File: config.mk
export PLATFORM = sky130hd
export DESIGN_NAME = i2c_master_byte_engine_unit_flat
export DESIGN_NICKNAME = d
export VERILOG_FILES = /design/src/hdl/i2cm_pkg.sv /design/src/hdl/i2cm_in_if.sv /design/src/hdl/i2cm_out_if.sv /design/src/hdl/i2c_master_byte_engine_unit.sv /design/src/hdl/i2cm_apb.sv /design/src/hdl/i2cm_core.sv /design/src/hdl/i2cm_out_buf.sv /design/src/flat_wrapper.sv
export VERILOG_INCLUDE_DIRS = /design/src /design/src/hdl
export SDC_FILE = /design/constraint.sdc
export NUM_CORES = 1
export LEC_CHECK = 0
export ABC_AREA = 1
export BUFFER_PORTS_ARGS = -buffer_cell sky130_fd_sc_hd__buf_2
export CAP_MARGIN = 25
export CORE_MARGIN = 3
export CORE_UTILIZATION = 50
export CTS_BUF_LIST = sky130_fd_sc_hd__clkbuf_16
export DETAILED_ROUTE_END_ITERATION = 7
export HOLD_SLACK_MARGIN = 0.1
export PLACE_DENSITY = 0.72
export SLEW_MARGIN = 25
export SYNTH_ARGS = -nofsm -noshare
export SYNTH_HDL_FRONTEND = slang
export SYNTH_SLANG_ARGS = --single-unit
export TNS_END_PERCENT = 30
File: constraint.sdc
create_clock -name clk -period 4.8 [get_ports clk]
set_input_delay 0.48 -clock clk [delete_from_list [all_inputs] [get_ports clk]]
set_output_delay 0.48 -clock clk [all_outputs]
set_load 0.03 [all_outputs]
File: src/hdl/i2c_master_byte_engine_unit_macros.svh
// assertion macros for the i2c master byte engine
// used by the top level only, expects clk and rst_n in scope
`ifndef I2C_MASTER_BYTE_ENGINE_UNIT_MACROS_SVH
`define I2C_MASTER_BYTE_ENGINE_UNIT_MACROS_SVH

// same-cycle implication, checked out of reset
`define I2CM_ASSERT_NOW(label, ante, cons, msg) \
    label: assert property (@(posedge clk) disable iff (!rst_n) (ante) |-> (cons)) \
        else $error(msg);

// next-cycle implication, checked out of reset
`define I2CM_ASSERT_NEXT(label, ante, cons, msg) \
    label: assert property (@(posedge clk) disable iff (!rst_n) (ante) |=> (cons)) \
        else $error(msg);

`endif

File: src/hdl/i2cm_pkg.sv
// shared types and constants for the i2c master byte engine
// no dependencies
`default_nettype none

package i2cm_pkg;

    localparam int unsigned ACTION_W = 3;
    localparam int unsigned BYTE_W   = 8;
    localparam int unsigned QT_W     = 16;
    localparam int unsigned ADDR_W   = 3;

    // action codes of an input word
    localparam logic [ACTION_W-1:0] ACT_TICK  = 3'd0;
    localparam logic [ACTION_W-1:0] ACT_START = 3'd1;
    localparam logic [ACTION_W-1:0] ACT_WRITE = 3'd2;
    localparam logic [ACTION_W-1:0] ACT_READ  = 3'd3;
    localparam logic [ACTION_W-1:0] ACT_STOP  = 3'd4;

    localparam logic [QT_W-1:0] QUARTER_TICKS_RESET = 16'd30;

    // register index, taken from paddr[2]
    localparam logic REG_QUARTER_TICKS = 1'b0;

    // bit index at which the acknowledge bit runs
    localparam logic [3:0] ACK_BIT = 4'd8;

    typedef enum logic [2:0] {
        MODE_IDLE  = 3'd0,
        MODE_START = 3'd1,
        MODE_WRITE = 3'd2,
        MODE_READ  = 3'd3,
        MODE_STOP  = 3'd4
    } mode_t;

    typedef struct packed {
        logic [ACTION_W-1:0] action;
        logic [BYTE_W-1:0]   tx_byte;
        logic                send_ack;
        logic                sda_in;
    } in_word_t;

    typedef struct packed {
        logic              scl_out;
        logic              sda_out;
        logic              busy_res;
        logic              done_res;
        logic              ack_received;
        logic [BYTE_W-1:0] rx_byte;
    } result_t;

endpackage

`default_nettype wire

File: src/hdl/i2cm_in_if.sv
// input channel: one tick word with command and sampled sda
// depends on nothing
`default_nettype none

interface i2cm_in_if;
    logic       valid;
    logic       ready;
    logic [2:0] action;
    logic [7:0] tx_byte;
    logic       send_ack;
    logic       sda_in;

    modport source (output valid, action, tx_byte, send_ack, sda_in, input ready);
    modport sink   (input valid, action, tx_byte, send_ack, sda_in, output ready);
endinterface

`default_nettype wire

File: src/hdl/i2cm_out_if.sv
// output channel: one result word per tick
// depends on nothing
`default_nettype none

interface i2cm_out_if;
    logic       valid;
    logic       ready;
    logic       scl_out;
    logic       sda_out;
    logic       busy_res;
    logic       done_res;
    logic       ack_received;
    logic [7:0] rx_byte;

    modport source (output valid, scl_out, sda_out, busy_res, done_res, ack_received,
                    rx_byte, input ready);
    modport sink   (input valid, scl_out, sda_out, busy_res, done_res, ack_received,
                    rx_byte, output ready);
endinterface

`default_nettype wire

File: src/hdl/i2c_master_byte_engine_unit.sv
// I2C master byte engine, stepped by one input word per clock tick.
// One word is taken every cycle; its result word is registered and offered on the
// output channel once earlier words have gone. The next state of the sequencer is
// worked out in a single pass from the state registers and the word, so the rate
// is set by the handshake alone: in_ch.ready falls only when the result register
// and its skid entry both hold words not yet taken. quarter_ticks is written over
// APB at byte addresses 0-3 and counts ticks per quarter bit, zero acting as one.
// depends on i2cm_pkg, i2cm_in_if, i2cm_out_if, i2cm_apb, i2cm_core, i2cm_out_buf
`default_nettype none
`include "i2c_master_byte_engine_unit_macros.svh"

module i2c_master_byte_engine_unit (
    input  wire logic                        clk,
    input  wire logic                        rst_n,
    i2cm_in_if.sink                          in_ch,
    i2cm_out_if.source                       out_ch,
    input  wire logic                        psel,
    input  wire logic                        penable,
    input  wire logic                        pwrite,
    input  wire logic [i2cm_pkg::ADDR_W-1:0] paddr,
    input  wire logic [31:0]                 pwdata,
    output logic      [31:0]                 prdata,
    output logic                             pready
);
    import i2cm_pkg::*;

    in_word_t        word_in;
    result_t         core_result;
    result_t         out_word;
    logic [QT_W-1:0] quarter_ticks;
    logic            buf_ready;
    logic            step;

    assign word_in.action   = in_ch.action;
    assign word_in.tx_byte  = in_ch.tx_byte;
    assign word_in.send_ack = in_ch.send_ack;
    assign word_in.sda_in   = in_ch.sda_in;

    assign in_ch.ready = buf_ready;
    assign step        = in_ch.valid && buf_ready;

    i2cm_apb u_apb (
        .clk           (clk),
        .rst_n         (rst_n),
        .psel          (psel),
        .penable       (penable),
        .pwrite        (pwrite),
        .paddr         (paddr),
        .pwdata        (pwdata),
        .prdata        (prdata),
        .pready        (pready),
        .quarter_ticks (quarter_ticks)
    );

    i2cm_core u_core (
        .clk           (clk),
        .rst_n         (rst_n),
        .step          (step),
        .word_in       (word_in),
        .quarter_ticks (quarter_ticks),
        .result        (core_result)
    );

    i2cm_out_buf u_out_buf (
        .clk        (clk),
        .rst_n      (rst_n),
        .push_valid (in_ch.valid),
        .push_ready (buf_ready),
        .push_data  (core_result),
        .pop_valid  (out_ch.valid),
        .pop_ready  (out_ch.ready),
        .pop_data   (out_word)
    );

    assign out_ch.scl_out      = out_word.scl_out;
    assign out_ch.sda_out      = out_word.sda_out;
    assign out_ch.busy_res     = out_word.busy_res;
    assign out_ch.done_res     = out_word.done_res;
    assign out_ch.ack_received = out_word.ack_received;
    assign out_ch.rx_byte      = out_word.rx_byte;

    // a finishing word never reports busy
    `I2CM_ASSERT_NOW(a_done_not_busy, out_ch.valid && out_ch.done_res, !out_ch.busy_res,
        "done word reports busy")

    // back-pressure only when a result is waiting
    `I2CM_ASSERT_NOW(a_stall_has_word, !in_ch.ready, out_ch.valid,
        "input stalled with no result waiting")

    // register write lands and reads back
    `I2CM_ASSERT_NEXT(a_cfg_readback,
        psel && penable && pwrite && (paddr == 3'd0),
        (paddr != 3'd0) || (prdata[15:0] == $past(pwdata[15:0])),
        "quarter_ticks readback mismatch")

endmodule

`default_nettype wire

File: src/hdl/i2cm_apb.sv
// apb configuration register: quarter_ticks
// depends on i2cm_pkg
`default_nettype none

module i2cm_apb (
    input  wire logic                      clk,
    input  wire logic                      rst_n,
    input  wire logic                      psel,
    input  wire logic                      penable,
    input  wire logic                      pwrite,
    input  wire logic [i2cm_pkg::ADDR_W-1:0] paddr,
    input  wire logic [31:0]               pwdata,
    output logic      [31:0]               prdata,
    output logic                           pready,
    output logic      [i2cm_pkg::QT_W-1:0] quarter_ticks
);
    import i2cm_pkg::*;

    logic [QT_W-1:0] qt_reg;
    logic [QT_W-1:0] qt_next;
    logic            wr_en;

    assign pready = 1'b1;
    assign wr_en  = psel && penable && pwrite && pready;

    always_comb
    begin
        qt_next = qt_reg;
        if (wr_en && (paddr[2] == REG_QUARTER_TICKS))
        begin
            qt_next = pwdata[QT_W-1:0];
        end
    end

    always_ff @(posedge clk or negedge rst_n)
    begin
        if (!rst_n)
        begin
            qt_reg <= QUARTER_TICKS_RESET;
        end
        else
        begin
            qt_reg <= qt_next;
        end
    end

    always_comb
    begin
        prdata = 32'd0;
        if (paddr[2] == REG_QUARTER_TICKS)
        begin
            prdata = {{(32-QT_W){1'b0}}, qt_reg};
        end
    end

    assign quarter_ticks = qt_reg;

endmodule

`default_nettype wire

File: src/hdl/i2cm_core.sv
// bus sequencer: state registers and the one-tick next-state logic
// depends on i2cm_pkg
`default_nettype none

module i2cm_core (
    input  wire logic                      clk,
    input  wire logic                      rst_n,
    input  wire logic                      step,
    input  wire i2cm_pkg::in_word_t        word_in,
    input  wire logic [i2cm_pkg::QT_W-1:0] quarter_ticks,
    output i2cm_pkg::result_t              result
);
    import i2cm_pkg::*;

    mode_t             mode_reg,     mode_next;
    logic [1:0]        quarter_reg,  quarter_next;
    logic [3:0]        bit_reg,      bit_next;
    logic [BYTE_W-1:0] shift_reg,    shift_next;
    logic [QT_W-1:0]   div_reg,      div_next;
    logic              scl_reg,      scl_next;
    logic              sda_reg,      sda_next;
    logic              ack_reg,      ack_next;
    logic              send_ack_reg, send_ack_next;
    logic [BYTE_W-1:0] rx_reg,       rx_next;
    logic              done_next;
    logic [QT_W:0]     div_inc;
    logic              finished;

    // next state for one tick
    always_comb
    begin
        mode_next     = mode_reg;
        quarter_next  = quarter_reg;
        bit_next      = bit_reg;
        shift_next    = shift_reg;
        div_next      = div_reg;
        scl_next      = scl_reg;
        sda_next      = sda_reg;
        ack_next      = ack_reg;
        send_ack_next = send_ack_reg;
        rx_next       = rx_reg;
        done_next     = 1'b0;
        finished      = 1'b0;
        div_inc       = '0;

        // command pickup, only while idle
        if ((mode_reg == MODE_IDLE) && (word_in.action inside
            {ACT_START, ACT_WRITE, ACT_READ, ACT_STOP}))
        begin
            quarter_next = 2'd0;
            bit_next     = 4'd0;
            div_next     = '0;
            case (word_in.action)
                ACT_START: mode_next = MODE_START;
                ACT_WRITE:
                begin
                    mode_next  = MODE_WRITE;
                    shift_next = word_in.tx_byte;
                end
                ACT_READ:
                begin
                    mode_next     = MODE_READ;
                    shift_next    = '0;
                    send_ack_next = word_in.send_ack;
                end
                ACT_STOP: mode_next = MODE_STOP;
                default: mode_next = MODE_IDLE;
            endcase
        end

        if (mode_next != MODE_IDLE)
        begin
            // action opening a quarter
            if (div_next == '0)
            begin
                case (mode_next)
                    MODE_START:
                    begin
                        case (quarter_next)
                            2'd0: sda_next = 1'b1;
                            2'd1: scl_next = 1'b1;
                            2'd2: sda_next = 1'b0;
                            default: scl_next = 1'b0;
                        endcase
                    end
                    MODE_STOP:
                    begin
                        case (quarter_next)
                            2'd0: scl_next = 1'b0;
                            2'd1: sda_next = 1'b0;
                            2'd2: scl_next = 1'b1;
                            default: ;
                        endcase
                    end
                    MODE_WRITE:
                    begin
                        if (bit_next < ACK_BIT)
                        begin
                            case (quarter_next)
                                2'd1:
                                begin
                                    sda_next   = shift_next[BYTE_W-1];
                                    shift_next = {shift_next[BYTE_W-2:0], 1'b0};
                                end
                                2'd2: scl_next = 1'b1;
                                2'd3: scl_next = 1'b0;
                                default: ;
                            endcase
                        end
                        else
                        begin
                            case (quarter_next)
                                2'd0: sda_next = 1'b1;
                                2'd1: scl_next = 1'b1;
                                2'd3:
                                begin
                                    ack_next = !word_in.sda_in;
                                    scl_next = 1'b0;
                                end
                                default: ;
                            endcase
                        end
                    end
                    MODE_READ:
                    begin
                        if (bit_next < ACK_BIT)
                        begin
                            case (quarter_next)
                                2'd1: scl_next = 1'b1;
                                2'd3:
                                begin
                                    shift_next = {shift_next[BYTE_W-2:0], word_in.sda_in};
                                    scl_next   = 1'b0;
                                end
                                default: ;
                            endcase
                        end
                        else
                        begin
                            case (quarter_next)
                                2'd1: sda_next = !send_ack_next;
                                2'd2: scl_next = 1'b1;
                                2'd3: scl_next = 1'b0;
                                default: ;
                            endcase
                        end
                    end
                    default: ;
                endcase
            end

            // a zero quarter length acts as one tick
            div_inc = {1'b0, div_next} + {{QT_W{1'b0}}, 1'b1};
            if (div_inc >= {1'b0, quarter_ticks})
            begin
                div_next = '0;
                if ((mode_next == MODE_STOP) && (quarter_next == 2'd2))
                begin
                    sda_next = 1'b1;
                    finished = 1'b1;
                end
                else if (quarter_next != 2'd3)
                begin
                    quarter_next = quarter_next + 2'd1;
                end
                else
                begin
                    quarter_next = 2'd0;
                    if (mode_next == MODE_START)
                    begin
                        finished = 1'b1;
                    end
                    else if (bit_next < ACK_BIT)
                    begin
                        bit_next = bit_next + 4'd1;
                    end
                    else
                    begin
                        if (mode_next == MODE_READ)
                        begin
                            sda_next = 1'b1;
                            rx_next  = shift_next;
                        end
                        finished = 1'b1;
                    end
                end
                if (finished)
                begin
                    mode_next    = MODE_IDLE;
                    quarter_next = 2'd0;
                    bit_next     = 4'd0;
                    done_next    = 1'b1;
                end
            end
            else
            begin
                div_next = div_inc[QT_W-1:0];
            end
        end
    end

    // result word from the updated state
    always_comb
    begin
        result.scl_out      = scl_next;
        result.sda_out      = sda_next;
        result.busy_res     = (mode_next != MODE_IDLE);
        result.done_res     = done_next;
        result.ack_received = ack_next;
        result.rx_byte      = rx_next;
    end

    always_ff @(posedge clk or negedge rst_n)
    begin
        if (!rst_n)
        begin
            mode_reg     <= MODE_IDLE;
            quarter_reg  <= 2'd0;
            bit_reg      <= 4'd0;
            shift_reg    <= '0;
            div_reg      <= '0;
            scl_reg      <= 1'b1;
            sda_reg      <= 1'b1;
            ack_reg      <= 1'b0;
            send_ack_reg <= 1'b0;
            rx_reg       <= '0;
        end
        else if (step)
        begin
            mode_reg     <= mode_next;
            quarter_reg  <= quarter_next;
            bit_reg      <= bit_next;
            shift_reg    <= shift_next;
            div_reg      <= div_next;
            scl_reg      <= scl_next;
            sda_reg      <= sda_next;
            ack_reg      <= ack_next;
            send_ack_reg <= send_ack_next;
            rx_reg       <= rx_next;
        end
    end

endmodule

`default_nettype wire

File: src/hdl/i2cm_out_buf.sv
// result register with one skid entry
// depends on i2cm_pkg
`default_nettype none

module i2cm_out_buf (
    input  wire logic              clk,
    input  wire logic              rst_n,
    input  wire logic              push_valid,
    output logic                   push_ready,
    input  wire i2cm_pkg::result_t push_data,
    output logic                   pop_valid,
    input  wire logic              pop_ready,
    output i2cm_pkg::result_t      pop_data
);
    import i2cm_pkg::*;

    result_t main_reg;
    result_t skid_reg;
    logic    main_valid_reg;
    logic    skid_valid_reg;
    logic    push;
    logic    pop;

    // ready depends only on the skid flag, so no path from pop_ready
    assign push_ready = !skid_valid_reg;
    assign push       = push_valid && push_ready;
    assign pop        = main_valid_reg && pop_ready;

    always_ff @(posedge clk or negedge rst_n)
    begin
        if (!rst_n)
        begin
            main_valid_reg <= 1'b0;
            skid_valid_reg <= 1'b0;
        end
        else
        begin
            if (pop)
            begin
                if (skid_valid_reg)
                begin
                    skid_valid_reg <= 1'b0;
                end
                else
                begin
                    main_valid_reg <= push;
                end
            end
            else if (push)
            begin
                if (main_valid_reg)
                begin
                    skid_valid_reg <= 1'b1;
                end
                else
                begin
                    main_valid_reg <= 1'b1;
                end
            end
        end
    end

    always_ff @(posedge clk)
    begin
        if (pop && skid_valid_reg)
        begin
            main_reg <= skid_reg;
        end
        else if (push && (pop || !main_valid_reg))
        begin
            main_reg <= push_data;
        end
        if (push && main_valid_reg && !pop)
        begin
            skid_reg <= push_data;
        end
    end

    assign pop_valid = main_valid_reg;
    assign pop_data  = main_reg;

endmodule

`default_nettype wire
File: src/flat_wrapper.sv
// flat-port wrapper written by rule: the top's interface ports become plain ports
module i2c_master_byte_engine_unit_flat import i2cm_pkg::*;
  (clk, rst_n, psel, penable, pwrite, paddr, pwdata, prdata, pready, in_ch_valid, in_ch_action, in_ch_tx_byte, in_ch_send_ack, in_ch_sda_in, in_ch_ready, out_ch_valid, out_ch_scl_out, out_ch_sda_out, out_ch_busy_res, out_ch_done_res, out_ch_ack_received, out_ch_rx_byte, out_ch_ready);
  i2cm_in_if in_ch_i ();
  i2cm_out_if out_ch_i ();
  input  wire logic clk;
  input  wire logic rst_n;
  input  wire logic psel;
  input  wire logic penable;
  input  wire logic pwrite;
  input  wire logic [i2cm_pkg::ADDR_W-1:0] paddr;
  input  wire logic [31:0] pwdata;
  output logic      [31:0] prdata;
  output logic pready;
  input wire logic [$bits(in_ch_i.valid)-1:0] in_ch_valid;
  input wire logic [$bits(in_ch_i.action)-1:0] in_ch_action;
  input wire logic [$bits(in_ch_i.tx_byte)-1:0] in_ch_tx_byte;
  input wire logic [$bits(in_ch_i.send_ack)-1:0] in_ch_send_ack;
  input wire logic [$bits(in_ch_i.sda_in)-1:0] in_ch_sda_in;
  output wire logic [$bits(in_ch_i.ready)-1:0] in_ch_ready;
  output wire logic [$bits(out_ch_i.valid)-1:0] out_ch_valid;
  output wire logic [$bits(out_ch_i.scl_out)-1:0] out_ch_scl_out;
  output wire logic [$bits(out_ch_i.sda_out)-1:0] out_ch_sda_out;
  output wire logic [$bits(out_ch_i.busy_res)-1:0] out_ch_busy_res;
  output wire logic [$bits(out_ch_i.done_res)-1:0] out_ch_done_res;
  output wire logic [$bits(out_ch_i.ack_received)-1:0] out_ch_ack_received;
  output wire logic [$bits(out_ch_i.rx_byte)-1:0] out_ch_rx_byte;
  input wire logic [$bits(out_ch_i.ready)-1:0] out_ch_ready;
  assign in_ch_i.valid = in_ch_valid;
  assign in_ch_i.action = in_ch_action;
  assign in_ch_i.tx_byte = in_ch_tx_byte;
  assign in_ch_i.send_ack = in_ch_send_ack;
  assign in_ch_i.sda_in = in_ch_sda_in;
  assign in_ch_ready = in_ch_i.ready;
  assign out_ch_valid = out_ch_i.valid;
  assign out_ch_scl_out = out_ch_i.scl_out;
  assign out_ch_sda_out = out_ch_i.sda_out;
  assign out_ch_busy_res = out_ch_i.busy_res;
  assign out_ch_done_res = out_ch_i.done_res;
  assign out_ch_ack_received = out_ch_i.ack_received;
  assign out_ch_rx_byte = out_ch_i.rx_byte;
  assign out_ch_i.ready = out_ch_ready;
  i2c_master_byte_engine_unit u_core (.clk(clk), .rst_n(rst_n), .in_ch(in_ch_i), .out_ch(out_ch_i), .psel(psel), .penable(penable), .pwrite(pwrite), .paddr(paddr), .pwdata(pwdata), .prdata(prdata), .pready(pready));
endmodule
### Word level (Yosys, flattened, before mapping)

Cells that the tools add are included.

| storage, ports and cells | value |
|---|---|
| input port bits | 55 |
| register bits after elaboration | 89 |

| operators by class | value |
|---|---|
| eq/ne operators | 13 |
| reduce and logical (&&, ||, !) cells | 29 |
| $add $sub $neg | 3 |
| bitwise gates (word level) | 1 |
| order comparisons | 2 |
| muxes and demuxes | 88 |

Operators with widths:

| kind | count |
|---|---|
| $mux 8 | 14 |
| $mux 16 | 4 |
| $mux 1 | 40 |
| $mux 4 | 8 |
| $pmux 8 s2 | 2 |
| $mux 13 | 2 |
| $add 16x1->17 const B | 1 |
| $ge 17x16->1 | 1 |
| $logic_not 16->1 | 1 |
| $eq 3x2->1 const B | 4 |
| $mux 2 | 6 |
| $mux 3 | 4 |
| $pmux 3 s4 | 1 |
| $logic_and 1x1->1 | 11 |
| $pmux 1 s2 | 5 |
| $pmux 1 s4 | 2 |
| $eq 3x1->1 const B | 2 |
| $eq 3x3->1 const B | 2 |
| $reduce_bool 2->1 | 3 |
| $reduce_bool 3->1 | 2 |
| $logic_not 1->1 | 5 |
| $add 4x1->4 const B | 1 |
| $eq 2x2->1 const B | 2 |
| $lt 4x4->1 const B | 1 |
| 10 further kinds | 12 |

### Depth between registers and ports, before layout

| depth | value |
|---|---|
| depth after elaboration | 18 |
| mapped depth | 31 |
| gate-level depth less buffers | 30 |

### Cells and area by module

Synthesis repeated with hierarchy kept, for this count alone.

| unflattened totals | value |
|---|---|
| cell total of the unflattened synthesis | 830 |
| area, all modules | 6237.2 sq um |

Modules (own cells, without submodules):

| module | area each (sq um) | times used | cells each | seq. area each (sq um) |
|---|---|---|---|---|
| i2cm_core | 4127.7 | 1 | 612 | 1128.6 |
| i2cm_out_buf | 1158.6 | 1 | 91 | 830.8 |
| i2cm_apb | 943.4 | 1 | 125 | 405.4 |
| i2c_master_byte_engine_unit | 7.5 | 1 | 2 | 0.0 |

### Least setup slack after synthesis

OpenSTA, ideal clock, no wires.

| path | value |
|---|---|
| path type | input -> register |
| from | in in_ch_action[0] |
| to | reg u_core.u_out_buf.skid_reg[1] (netlist bit) (data pin) |
| setup time | 0.254 ns |
| stages | 27 |
| path slack | 0.896 ns |
| arrival | 3.649 ns |
| data required time | 4.546 ns |
| path buffers | 2 |
| cells stage by stage | o21ai_1 nand2_2 nand2_4 inv_2 buf_2 nor2_1 ha_1 nand3_1 nor2_2 nand2_1 nor2_1 nand2_1 xor2_1 ha_1 nand2_1 nor2_1 inv_1 nor2_1 nand2_1 nand2_1 nand2_1 nand2_1 nand2_1 nand3_4 nand3_4 buf_6 o21a_1 |

RTL lines:

| item | RTL line | source |
|---|---|---|
| start, declared | flat_wrapper.sv:16 | `input wire logic [$bits(in_ch_i.action)-1:0] in_ch_action;` |
| end signal, assigned | i2cm_out_buf.sv:75 | `skid_reg <= push_data;` |
| end, declared | i2cm_out_buf.sv:18 | `result_t skid_reg;` |

==> run summary <==
run status - complete, no violations
RSZ-0062 raised after global routing - no
total routed wirelength - 13.84 mm
Finish-stage setup viols - 0
R2R depth - 29
die area - 13570 um2
Starting Density - 52.35%
remaining antenna violation count - 0
TritonCTS clock tree - built
Cell Area, Synth - 6106 um2
sequential share of the synthesized area - 38.73%
Switch Pwr - 1456 uW
Synth top area share - 23.36%
sw frac - 43.18%
worst path buffer plus inverter count - 4
first-pass GRT wire length - 23.48 mm
DR pass1 iterations - 5
sequential share of power - 32.7%
clock power share - 23.1%
largest cells by area after synthesis - dfrtp_1 23%, nand2_1 15%, edfxtp_1 13%
Pleak - 0.003586 uW
worst-margin pin slew - 0.9645 ns
clock slew at reported path FFs - 0.07 ns
Num CTS Buffers - 9
CP required - 4.91 ns
worst reg2reg endpoint - u_core.u_out_buf.pop_data[0]$_DFFE_PP_
Final WS setup - 0.6100 ns
post-CTS resize count - 0
Ys Warns - 0
fin. max-slew vios - 0
nets@finish - 979
Worst VDD drop - 0.2617 mV
Die Height - 116.5 um
critical path depth - 29
Clock Latency Late Sink - 0.35 ns
kind of critical path - flop to flop
# hold bufs at CTS - 0
dpl ws - 0.3816 ns
final hold violations - 0
area delta synth->final - 11.72%
Worst R2R Start - u_core.u_core.mode_reg[2]$_DFFE_PN0P_
combinational power share - 44.2%
Hold Crit Class - input port to async pin
CTS H-Tree Depth - 3
final worst clock skew - 0.008508 ns
Non-Filler Instances - 1049
Worst setup endpoint - u_core.u_out_buf.pop_data[0]$_DFFE_PP_
Placer Congestion - 0.9213
# DRC - 0
WL/cell - 13.20 um
vias in the first global route - 4909
Syn Inst Count - 839
Fillers - 1091
Worst setup startpoint - u_core.u_core.mode_reg[2]$_DFFE_PN0P_
# clock sinks - 89
# diodes - 0
Final Power - 3373 uW
core area - 11660 um2
Worst R2R Setup Slack - 0.61 ns
MaxCap Viol Count - 0
Tmin final - 4.190 ns
Iter 0 DRT Violations - 436
DP HPWL - 10.09 mm
crit start category - flop
DR vias - 5400
Synth Area per Inst - 7.278 um2
Top Family by Delay on Critical Path - simple AND/OR/NAND/NOR gates
cell internal pwr - 1916 uW
setup bufs post-CTS - 0
Crit. End Element - flop
PortBufs - 67
pwr dens - 494.4 nW/um2
GRT overflow - 0
initial antenna violation count - 0
Max stage delay on crit path - 0.40 ns
period utilization - 87.29%
CP max FO - 15
gr usage total - 21.86%
Avg Vias per Cell - 5.148
Yosys cell types - 44
placed insts - 1033
Final Hold Slack - 0.3052 ns
relative slew slack - 35.46%
post-synthesis register bit count - 89
Die Width - 116.5 um
CTS Root Cell - clkbuf_16
Synth area leader - dfrtp_1
Critical Path Most Common Cell - nand2_1
row count - 39
Max Root-Sink Buffers - 2
Setup TNS - 0 ns
IO Pins - 103
CP max-delay cell - dfrtp_1
fmax - 0.2387 GHz
ratio of cells with drive above 1 in the final layout - 19.21%
largest net degree at the start of global routing - 64
WP data arrival - 4.30 ns
==> through the flow <==
stage	util (%)	cell area, um2
6_report	58.49	6822
5_1_grt	58.49	6822
4_1_cts	58.49	6822
3_5_place_dp	55.69	6495
3_3_place_gp	55.57	6481
2_1_floorplan	-	6162
==> worst reg2reg max path: cells and delay by family, from the launching register on <==
family / cells / cell delay (ns)
and+or+nand+nor: 22 / 2.62
xor gates and xnor gates: 1 / 0.16
buffers and inverters: 4 / 0.23
DFF: 1 / 0.40
adders and majority gates: 2 / 0.56
==> layout make-up <==
type | instances | area (um2) | share of cell area [%]
multi-input cells | 603 | 3087 | 45.25
flip-flops and latches | 89 | 2365 | 34.67
inverters | 122 | 457.9 | 6.713
repair buffers | 76 | 406.6 | 5.961
clock buffers | 9 | 225.2 | 3.302
well taps | 143 | 178.9 | 2.623
clock inverters | 7 | 101.3 | 1.486
==> layer usage <==
metal | wire [um] | GRT usage, %
met5 | 0 | 0
met4 | 184 | 5.491
met3 | 755 | 5.130
met2 | 6335 | 33.64
met1 | 6568 | 31.27
==> worst min path at each step <==
stage	from	to	cells past startpoint
2_1_floorplan	rst_n	u_core.u_apb.quarter_ticks[0]$_DFFE_PN0P_	0
5_1_grt	pwdata[3]	u_core.u_apb.quarter_ticks[3]$_DFFE_PN1P_	3
4_1_cts	rst_n	u_core.u_core.div_reg[2]$_DFFE_PN0P_	2
3_5_place_dp	u_core.u_core.ack_reg$_DFFE_PN0P_	u_core.u_core.ack_reg$_DFFE_PN0P_	2
3_3_place_gp	u_core.u_core.rx_reg[3]$_DFFE_PN0P_	u_core.u_core.rx_reg[3]$_DFFE_PN0P_	2
6_report	rst_n	u_core.u_core.div_reg[2]$_DFFE_PN0P_	2
==> kinds of logic (layout without fill, tap and decap cells) <==
| family | after synthesis | after routing | synth area share (%) |
|---|---|---|---|
| compound gates | 109 | 109 | 9.775 |
| xor+xnor | 10 | 10 | 1.558 |
| fa+ha+maj | 23 | 23 | 4.713 |
| buf+inv | 162 | 214 | 11.72 |
| mux | 1 | 1 | 0.1844 |
| flops | 89 | 89 | 38.73 |
| other cells | 2 | 17 | 0.1230 |
| simple gates | 443 | 443 | 33.20 |
==> Yosys cell counts, drive strengths merged <==
master and n:
nand2 260, inv 120, nor2 99, nand3 60, dfrtp 57, a21oi 46, o21ai 43, buf 27
edfxtp 26, ha 23, nand4 14, clkbuf 13, a22oi 7, o21a 7, xor2 7, dfstp 6
nor3 5, a31oi 3, xnor2 3, clkinv 2, conb 2, o31ai 2, or2 2, and2 1
mux2 1, nand3b 1, nor4 1, o211ai 1
==> power groups by stage <==
stage	sequential (uW)	clock (uW)	combinational, uW
finish	1100	780	1490
global route	1130	830	1700
floorplan	1170	0	1080
detailed placement	1110	0	1490
global placement	1110	0	1460
CTS	1100	791	1500
==> layout by cell type (no fill, tap or decap), types with 2 or more instances in the layout <==
master     instances
dfstp_2            6
a21oi_1           46
inv_6              2
o21a_1             7
nand3_2            6
ha_1              23
o21ai_1            5
or2_2              2
nor2_4             5
a22oi_1            7
bufinv_16          2
nand3_1           52
nor3_1             4
edfxtp_1          26
o21ai_0           38
inv_2             23
nor2_1            80
buf_4              8
a31oi_1            3
dfrtp_1           57
nand2_2           14
nor2_2            13
nand2_1          240
clkinv_1           3
clkbuf_16          9
xor2_1             6
inv_1             97
buf_2             67
nand3_4            2
xnor2_1            3
nand4_1           13
nand2_4            6
conb_1            17
No activity file was read; power rests on OpenSTA's default activity.
